File: src/rtl/core/bam_pkg.sv
`default_nettype none

package bam_pkg;

   localparam int FUNC_W  = 2;
   localparam int INDEX_W = 6;
   localparam int TOTAL_W = 7;

   // request word: func, block_index
   localparam int REQ_TDATA_W = 8;
   // result word: status, granted_index, block_is_valid, valid_total,
   // map_empty, highest_valid, any_valid, one pad bit
   localparam int RSP_TDATA_W = 24;

   localparam logic [TOTAL_W-1:0] TOTAL_MAX = '1;

   typedef enum logic [FUNC_W-1:0] {
      FUNC_ALLOC   = 2'd0,
      FUNC_RELEASE = 2'd1,
      FUNC_QUERY   = 2'd2
   } func_type;

   typedef enum logic {
      STATUS_DONE = 1'b0,
      STATUS_FULL = 1'b1
   } status_type;

endpackage

`default_nettype wire

File: src/rtl/core/block_allocation_bitmap.sv
// A request is held in the input register, and its result then in the result register.
// Throughput: one request per cycle; a new request stalls only when both the
//   input register and the result register are full and the result is not taken.
// Allocate picks the lowest free block through one priority encoder in that cycle.
// Reset (synchronous, active high) frees every block, zeroes the count and
//   empties both registers.
`default_nettype none

module block_allocation_bitmap #(
   parameter int BLOCK_COUNT = 64
) (
   input  wire logic                               clock,
   input  wire logic                               reset,

   input  wire logic                               req_tvalid,
   output logic                                    req_tready,
   // [1:0] func, [7:2] block_index
   input  wire logic [bam_pkg::REQ_TDATA_W-1:0]    req_tdata,

   output logic                                    rsp_tvalid,
   input  wire logic                               rsp_tready,
   // [0] status, [6:1] granted_index, [7] block_is_valid, [14:8] valid_total,
   // [15] map_empty, [21:16] highest_valid, [22] any_valid, [23] zero
   output logic [bam_pkg::RSP_TDATA_W-1:0]         rsp_tdata
);

   localparam int IW    = $clog2(BLOCK_COUNT);
   localparam int CNT_W = $clog2(BLOCK_COUNT + 1);

   // input register
   logic                            req_valid_ff, req_valid_in;
   logic [bam_pkg::FUNC_W-1:0]      req_func_ff;
   logic [bam_pkg::INDEX_W-1:0]     req_index_ff;

   // map state
   logic [BLOCK_COUNT-1:0]          map_ff, map_in;
   logic [CNT_W-1:0]                count_ff, count_in;

   // result register
   logic                            rsp_valid_ff, rsp_valid_in;
   logic                            status_ff, status_in;
   logic [bam_pkg::INDEX_W-1:0]     granted_ff, granted_in;
   logic                            was_valid_ff, was_valid_in;

   logic                            advance;
   logic                            in_range;
   logic [IW-1:0]                   sel;
   logic                            bit_at;
   logic                            free_found;
   logic [IW-1:0]                   free_idx;
   logic                            high_found;
   logic [IW-1:0]                   high_idx;
   logic [bam_pkg::TOTAL_W-1:0]     total;

   assign advance    = req_valid_ff && (!rsp_valid_ff || rsp_tready);
   assign req_tready = !req_valid_ff || advance;

   assign sel      = IW'(req_index_ff);
   assign in_range = 32'(req_index_ff) < BLOCK_COUNT;
   assign bit_at   = in_range ? map_ff[sel] : 1'b0;

   bam_find #(
      .WIDTH        (BLOCK_COUNT),
      .FIND_HIGHEST (1'b0)
   ) u_free_find (
      .vec   (~map_ff),
      .found (free_found),
      .index (free_idx)
   );

   // map_ff already holds the post-step map of the result on display
   bam_find #(
      .WIDTH        (BLOCK_COUNT),
      .FIND_HIGHEST (1'b1)
   ) u_high_find (
      .vec   (map_ff),
      .found (high_found),
      .index (high_idx)
   );

   always_comb begin
      req_valid_in = (req_tvalid && req_tready) || (req_valid_ff && !advance);
      rsp_valid_in = advance || (rsp_valid_ff && !rsp_tready);

      map_in       = map_ff;
      count_in     = count_ff;
      status_in    = status_ff;
      granted_in   = granted_ff;
      was_valid_in = was_valid_ff;

      if (advance) begin
         status_in    = bam_pkg::STATUS_DONE;
         granted_in   = '0;
         was_valid_in = 1'b0;
         unique case (bam_pkg::func_type'(req_func_ff))
            bam_pkg::FUNC_ALLOC: begin
               if (free_found) begin
                  map_in[free_idx] = 1'b1;
                  count_in         = count_ff + CNT_W'(1);
                  granted_in       = bam_pkg::INDEX_W'(free_idx);
               end else begin
                  status_in = bam_pkg::STATUS_FULL;
               end
            end
            bam_pkg::FUNC_RELEASE: begin
               if (bit_at) begin
                  map_in[sel] = 1'b0;
                  count_in    = count_ff - CNT_W'(1);
               end
            end
            bam_pkg::FUNC_QUERY: begin
               was_valid_in = bit_at;
            end
            default: begin
            end
         endcase
      end
   end

   always_ff @(posedge clock) begin
      if (reset) begin
         req_valid_ff <= 1'b0;
         rsp_valid_ff <= 1'b0;
         map_ff       <= '0;
         count_ff     <= '0;
      end else begin
         req_valid_ff <= req_valid_in;
         rsp_valid_ff <= rsp_valid_in;
         map_ff       <= map_in;
         count_ff     <= count_in;
      end
   end

   always_ff @(posedge clock) begin
      if (req_tvalid && req_tready) begin
         req_func_ff  <= req_tdata[bam_pkg::FUNC_W-1:0];
         req_index_ff <= req_tdata[bam_pkg::FUNC_W +: bam_pkg::INDEX_W];
      end
      status_ff    <= status_in;
      granted_ff   <= granted_in;
      was_valid_ff <= was_valid_in;
   end

   assign total = (32'(count_ff) > 32'(bam_pkg::TOTAL_MAX)) ? bam_pkg::TOTAL_MAX
                                                           : bam_pkg::TOTAL_W'(count_ff);

   assign rsp_tvalid = rsp_valid_ff;
   assign rsp_tdata  = {1'b0,
                        high_found,
                        bam_pkg::INDEX_W'(high_idx),
                        (count_ff == '0),
                        total,
                        was_valid_ff,
                        granted_ff,
                        status_ff};

endmodule

`default_nettype wire

File: src/rtl/core/bam_find.sv
`default_nettype none

module bam_find #(
   parameter int WIDTH        = 64,
   parameter bit FIND_HIGHEST = 1'b0
) (
   input  wire logic [WIDTH-1:0]         vec,
   output logic                          found,
   output logic [$clog2(WIDTH)-1:0]      index
);

   localparam int IW = $clog2(WIDTH);

   always_comb begin
      found = 1'b0;
      index = '0;
      if (FIND_HIGHEST) begin
         // last hit in ascending order wins
         for (int i = 0; i < WIDTH; i++) begin
            if (vec[i]) begin
               found = 1'b1;
               index = IW'(i);
            end
         end
      end else begin
         for (int i = WIDTH - 1; i >= 0; i--) begin
            if (vec[i]) begin
               found = 1'b1;
               index = IW'(i);
            end
         end
      end
   end

endmodule

`default_nettype wire

File: config.mk
export PLATFORM = sky130hd
export DESIGN_NAME = block_allocation_bitmap
export DESIGN_NICKNAME = d
export VERILOG_FILES = /design/src/rtl/core/bam_pkg.sv /design/src/rtl/core/block_allocation_bitmap.sv /design/src/rtl/core/bam_find.sv
export SDC_FILE = /design/constraint.sdc
export NUM_CORES = 1
export LEC_CHECK = 0
export BUFFER_PORTS_ARGS = -buffer_cell sky130_fd_sc_hd__buf_2
export CAP_MARGIN = 20
export CORE_ASPECT_RATIO = 1.1
export CORE_MARGIN = 3
export CORE_UTILIZATION = 52
export DETAILED_ROUTE_END_ITERATION = 6
export PLACE_DENSITY = 0.7
export SYNTH_ARGS = -nofsm -noshare
export SYNTH_HDL_FRONTEND = slang
export SYNTH_SLANG_ARGS = --single-unit
export TNS_END_PERCENT = 10
File: constraint.sdc
create_clock -name clock -period 2.65 [get_ports clock]
set_clock_uncertainty 0.05 [all_clocks]
set_input_delay 0.1325 -clock clock [delete_from_list [all_inputs] [get_ports clock]]
set_output_delay 0.1325 -clock clock [all_outputs]
set_load 0.02 [all_outputs]
# ---- Word-level counts from Yosys, hierarchy flattened
# Cells that the tools add are included.
dict set report word_totals {
  ff_bits 89
  latch_bits 0
  ramBits 0
  rom_bits 0
  in_bits 12
  output_inout_bits 26
  word_cells 310
  mem_count 0
}
dict set report classes {
  addsub 2
  mul 0
  div 0
  order_cmp 4
  n_eq_ne 4
  n_shift 0
  muxes 268
  bitwise_logic 4
  reduce_logical 19
}
# cell count
set ops {}
lappend ops {{$mux W6} 96}
lappend ops {{$mux W1} 133}
lappend ops {{$mux W64} 2}
lappend ops {{$not A64 Y64} 2}
lappend ops {{$pmux W64 S2} 1}
lappend ops {{$mux W5} 16}
lappend ops {{$and A64 B64 Y64} 1}
lappend ops {{$or A64 B64 Y64} 1}
lappend ops {{$mux W4} 8}
lappend ops {{$lt A6 B7 Y1 const B} 2}
lappend ops {{$mux W7} 2}
lappend ops {{$pmux W7 S2} 1}
lappend ops {{$demux W1 S6} 2}
lappend ops {{$ge A6 B1 Y1 const B} 2}
lappend ops {{$mux W3} 4}
lappend ops {{$add A7 B1 Y7 const B} 1}
lappend ops {{$logic_not A7 Y1} 1}
lappend ops {{$sub A7 B1 Y7 const B} 1}
lappend ops {{$bmux W1 S6} 1}
lappend ops {{$logic_and A1 B1 Y1} 6}
lappend ops {{$logic_not A1 Y1} 4}
lappend ops {{$logic_or A1 B1 Y1} 4}
lappend ops {{$mux W2} 2}
lappend ops {{$ne A2 B2 Y1 const B} 2}
lappend ops {{6 further kinds} 6}

# ---- Longest topological paths before layout
dict set report depth {
  depth_word 72
  mapped_depth 12
  depth_no_buf 11
}

# ---- Modules after synthesis
# From an unflattened synthesis, not the netlist that was laid out.
dict set report hier_totals {
  hier_cells 809
  hier_area_um2 6216.0
}
# mod instances cells_per_inst area_each_um2 seq_area_each_um2
set by_module_without_submodules {}
lappend by_module_without_submodules {block_allocation_bitmap 1 526 4625.7 1941.9}
lappend by_module_without_submodules {{bam_find (u_high_find)} 1 143 827.0 0.0}
lappend by_module_without_submodules {{bam_find (u_free_find)} 1 140 763.2 0.0}

# ---- Worst setup path after synthesis
# OpenSTA, ideal clock, no wires.
dict set report synth_path {
  kind {flip-flop to flip-flop}
  from {register req_func_ff[0] in the netlist's numbering}
  to {register count_ff[6]}
  setup_time_ps 123
  arrival_time_ps 2615
  required_ps 2477
  setup_slack_ps -139
  path_stages_with_launch 13
  n_path_buf 1
  period_less_slack_ps 2789
  path_cell_list {edfxtp_1 > nand2b_1 > clkbuf_1 > clkinv_1 > ha_1 > nor2b_1 > o21ai_0 > nand2b_1 > a21o_1 > a21oi_1 > xnor2_1 > nor3_1 > mux2_1}
}
dict set report synth_via {
  elab_chain_cells 3
  word_cells_on_any_way 7
  classes_between {3 x eq/ne; 1 x mux; 3 x reduce/logical}
}
# item line
set synth_lines {}
lappend synth_lines {{start: declaration} block_allocation_bitmap.sv:32} ;# logic [bam_pkg::FUNC_W-1:0] req_func_ff;
lappend synth_lines {{start signal: assignment} block_allocation_bitmap.sv:136} ;# req_func_ff <= req_tdata[bam_pkg::FUNC_W-1:0];
lappend synth_lines {{$eq A2 B1 Y1 or $logic_not A2 Y1 (tied branches)} block_allocation_bitmap.sv:95} ;# unique case (bam_pkg::func_type'(req_func_ff))
lappend synth_lines {{$ne A2 B2 Y1 (no source line) or $reduce_bool A2 Y1 (tied branches)} -}
lappend synth_lines {{$reduce_and A4 Y1 (no source line)} -}
lappend synth_lines {{end signal: assignment} block_allocation_bitmap.sv:130} ;# count_ff <= count_in;
lappend synth_lines {{end: declaration} block_allocation_bitmap.sv:37} ;# logic [CNT_W-1:0] count_ff, count_in;
# Parallel ways exist; a longest one is shown, timed or not.
# A chain may end at the register's enable or synchronous reset.

# ---- Final worst setup path
dict set report layout_path {
  from {register req_index_ff[0] in the netlist's numbering}
  to {register map_ff[25]}
}
dict set report layout_via {
  elab_chain_cells 8
  word_cells_on_any_way 13
  classes_between {2 x order compare; 1 x eq/ne; 6 x mux; 2 x bitwise; 2 x reduce/logical}
}
# item line
set layout_lines {}
lappend layout_lines {{start: declaration} block_allocation_bitmap.sv:33} ;# logic [bam_pkg::INDEX_W-1:0] req_index_ff;
lappend layout_lines {{start signal: assignment} block_allocation_bitmap.sv:137} ;# req_index_ff <= req_tdata[bam_pkg::FUNC_W +: bam_pkg::INDEX_W];
lappend layout_lines {{$lt A6 B7 Y1 (not written as such) or $ge A6 B1 Y1 (tied branches)} block_allocation_bitmap.sv:107} ;# map_in[sel] = 1'b0;
lappend layout_lines {{$logic_and A1 B1 Y1 (not written as such)} block_allocation_bitmap.sv:107}
lappend layout_lines {{$mux W1 (not written as such)} block_allocation_bitmap.sv:107}
lappend layout_lines {{$demux W1 S6} block_allocation_bitmap.sv:107}
lappend layout_lines {{$not A64 Y64 (no source line)} -}
lappend layout_lines {{$and A64 B64 Y64 (no source line)} -}
lappend layout_lines {{$mux W64} block_allocation_bitmap.sv:106} ;# if (bit_at) begin
lappend layout_lines {{$pmux W64 S2} block_allocation_bitmap.sv:95}
lappend layout_lines {{end signal: assignment} block_allocation_bitmap.sv:129} ;# map_ff <= map_in;
lappend layout_lines {{end: declaration} block_allocation_bitmap.sv:36} ;# logic [BLOCK_COUNT-1:0] map_ff, map_in;
# Parallel ways exist; a longest one is shown, timed or not. The select of a mux whose other input is x is not followed.

==> results.toml <==
[clock_tree]
cts_max_path_buffers = 2
cts-buffers-inserted = 9
cts.clk_slew.worst_paths_ns = 0.06
htreeDepth = 3
cts_tree = "yes"
clock-sinks = 89
clk_latency_ns = 0.35
cts_root_buffer = "clkbuf_16"

[pwr]
p_leak_uw = 0.00308
p_per_area_mw_per_mm2 = 389
vdd_drop_max_mv = 0.350
total_power_uw = 3130
p_sw_uw = 772
power_frac_comb_pct = 11.8
power.internal_uw = 2360
netSwitchingFraction_pct = 24.6
pwr-share-clk_pct = 43.1
p_seq_share_pct = 45.0

[sta]
fmax_mhz = 360
period_share_pct = 105
setup_viol = 72
hold_viol = 0
period_needed_ns = 2.78
worstMarginPinSlew_ns = 0.576
final_max_slew_viol_count = 0
holdWs_ns = 0.0588
worst_slew_margin_rel_pct = 61.6
rsz0062_at_grt = "yes"
fin_ws_ns = -0.131

[global_routing]
antenna_found_initial = 1
grt_max_degree = 61
use_met3_pct = 9.56
grt.met1_usage_pct = 48.1
grt-ovfl-total = 0
grt_util_all_layers_pct = 36.7
grt_busiest_layer = "met2"
grt_pass1_vias = 7076
grt_use_met2_pct = 54.1
grt_pass1_wl_um = 37500

[logic_synthesis]
synth_cells = 807
synth_area_leaders = "dfxtp_1 (24%), o311ai_0 (7.8%), edfxtp_1 (7.8%)"
ys_ff_latch = 89
netlist.top_cell.by_area = "dfxtp_1"
async_flop_share_pct = 0
synth_enable_flop_cells = 16
syn_avg_cell_area_um2 = 7.66
synthFlopType = "dfxtp_1"
yosysWarnings = 0
synth_nets = 825
synth.distinct_cells = 70
ys_seq_area_share_pct = 31.4
synth_area_mm2 = 0.00618
synth_top_area_share_pct = 23.6

[worst_setup_path]
critPathTopFamily = "simple AND/OR/NAND/NOR gates"
crit_buf_inv = 3
path_class = "register to register"
cp_slowest_cell = "edfxtp_1"
cp_max_fo = 11
cp_slowest_stage_delay_ns = 0.52
path_cells = "buf_4, nor2b_4, a22oi_1, a21oi_1, o21ai_0, nand4_1, nor2_4, buf_12, clkbuf_16, or2_2, a31o_2"
critPathLaunchType = "register"
cp.arrival_ns = 2.98
cp-end-kind = "register"
crit_required_ns = 2.85

[route]
drt-vias-per-instance = 6.95
num_vias = 7578
detail_route.wl_per_cell_um = 23.0
first_iter_violations = 1215
wirelength_um = 25100
drc = 0
drt.antenna.violating_nets = 0
drt_first_pass_iters = 7

[finish]
final_area_mm2 = 0.00806
final_cell_mix = "buf_4 (137), dfxtp_1 (69), nor2_1 (67)"
drive_above_1_share_pct = 27.5
fin_nets = 954
antenna_cells_inserted = 0
area_growth_pct = 30.2
layout_commonest_cell = "buf_4"

[die]
start_util_pct = 53.6
die_area_mm2 = 0.0132
coreArea_mm2 = 0.0115
rows = 41
chipHeight_um = 120
die_w_um = 110
pin_count = 38

[place]
place_area_mm2 = 0.00727
place.gp.congestion = 1.05
place_ws_ns = -0.321
port_buffers = 36
dp_hpwl_um = 18300

[worst_hold_path]
hp-class = "input pin to register"

[run]
cap_violations = 0

[run_status]
violations = "negative setup slack"
status = "finished with violations"
synth_stat cells (all sizes together), types with 5 or more instances:
cell type  number
or4             8
a221oi         12
and3            6
o311ai         55
nor2b          16
nand4          34
nand2b         15
nor4           19
and4            6
ha              5
nand2          66
or2             5
a22oi           7
a31oi           9
o21ai          85
o211ai          8
a31o            6
nor2           71
a21oi          37
a211oi         10
nor3           20
a21o            5
dfxtp          73
nand3          27
inv            31
o31ai          11
clkbuf         39
edfxtp         16
or3             9
buf            36
mux2           10
area by class of cell:
cell class / count / area [um2]
clock inverters: 3 / 47.5
well taps: 150 / 188
fillers: 943 / 3490
repair buffers: 193 / 1570
multi-input cells: 611 / 3910
clock buffers: 13 / 272
inverters: 32 / 121
flip-flops and latches: 89 / 1950
routing by layer:
| metal | up-vias | part of all wire [%] |
|---|---|---|
| li1 | 3340 | - |
| met3 | 137 | 12 |
| met5 | - | 0 |
| met1 | 3513 | 38 |
| met2 | 588 | 44 |
| met4 | 0 | 6.6 |
power groups by stage:
stage               combinational, uW  sequential (uW)  clock, uW
floorplan                         164             1440          0
global placement                  265             1440          0
detailed placement                268             1440          0
CTS                               287             1410       1350
global route                      386             1410       1400
finish                            371             1410       1350
flip-flops by register name, indices dropped and copies added, names as in the netlist:
name and cells:
map_ff 64, req_index_ff 6, status_ff 1, count_ff 7, rsp_tvalid 1, was_valid_ff 1, granted_ff 6, req_func_ff 2
req_valid_ff 1
worst paths after layout:
path                                 startpoint           to  slack, ns  depth (start not counted)
worst max register to register  req_index_ff[0]   map_ff[25]      -0.13                         11
worst min-delay path                 rsp_tready   rsp_tvalid       0.06                          4
worst min register to register      count_ff[2]  count_ff[2]       0.45                          2
worst max-delay path            req_index_ff[0]   map_ff[25]      -0.13                         11
worst min-delay path: cells and delay by family:
kind	cells	cell delay (ns)
buffers and inverters	1	0.07
AND/OR/NAND/NOR	3	0.21
timing repair:
item / CTS / global route
endpoints found under the hold margin: 9 / 0
gates cloned: 0 / 5
pin swaps: 1 / 12
gates resized for setup: 17 / 57
setup endpoints to repair: 75 / 76
hold buffers: 9 / 0
setup buffers: 2 / 6
stage by stage:
stage                     instances  TNS [ns]  utilization, %
after floorplan                 807         0               -
after CTS                      1080    -0.161            67.0
after global placement         1053    -15.61            63.0
after global routing           1091     -9.74            69.8
final                          1091     -4.92            69.8
after detailed placement       1053    -12.27            63.0
logic make-up after synthesis:
kind of cell             synth area share (%)
multiplexers                             3.03
AND/OR/NAND/NOR                          25.9
adder cells (fa/ha/maj)                  1.34
flip-flops                               31.4
buffers and inverters                    7.71
XOR/XNOR                                0.567
AO/OA/AOI/OAI                            30.0
other                                  0.0606
Power figures use the tool's default switching activity.
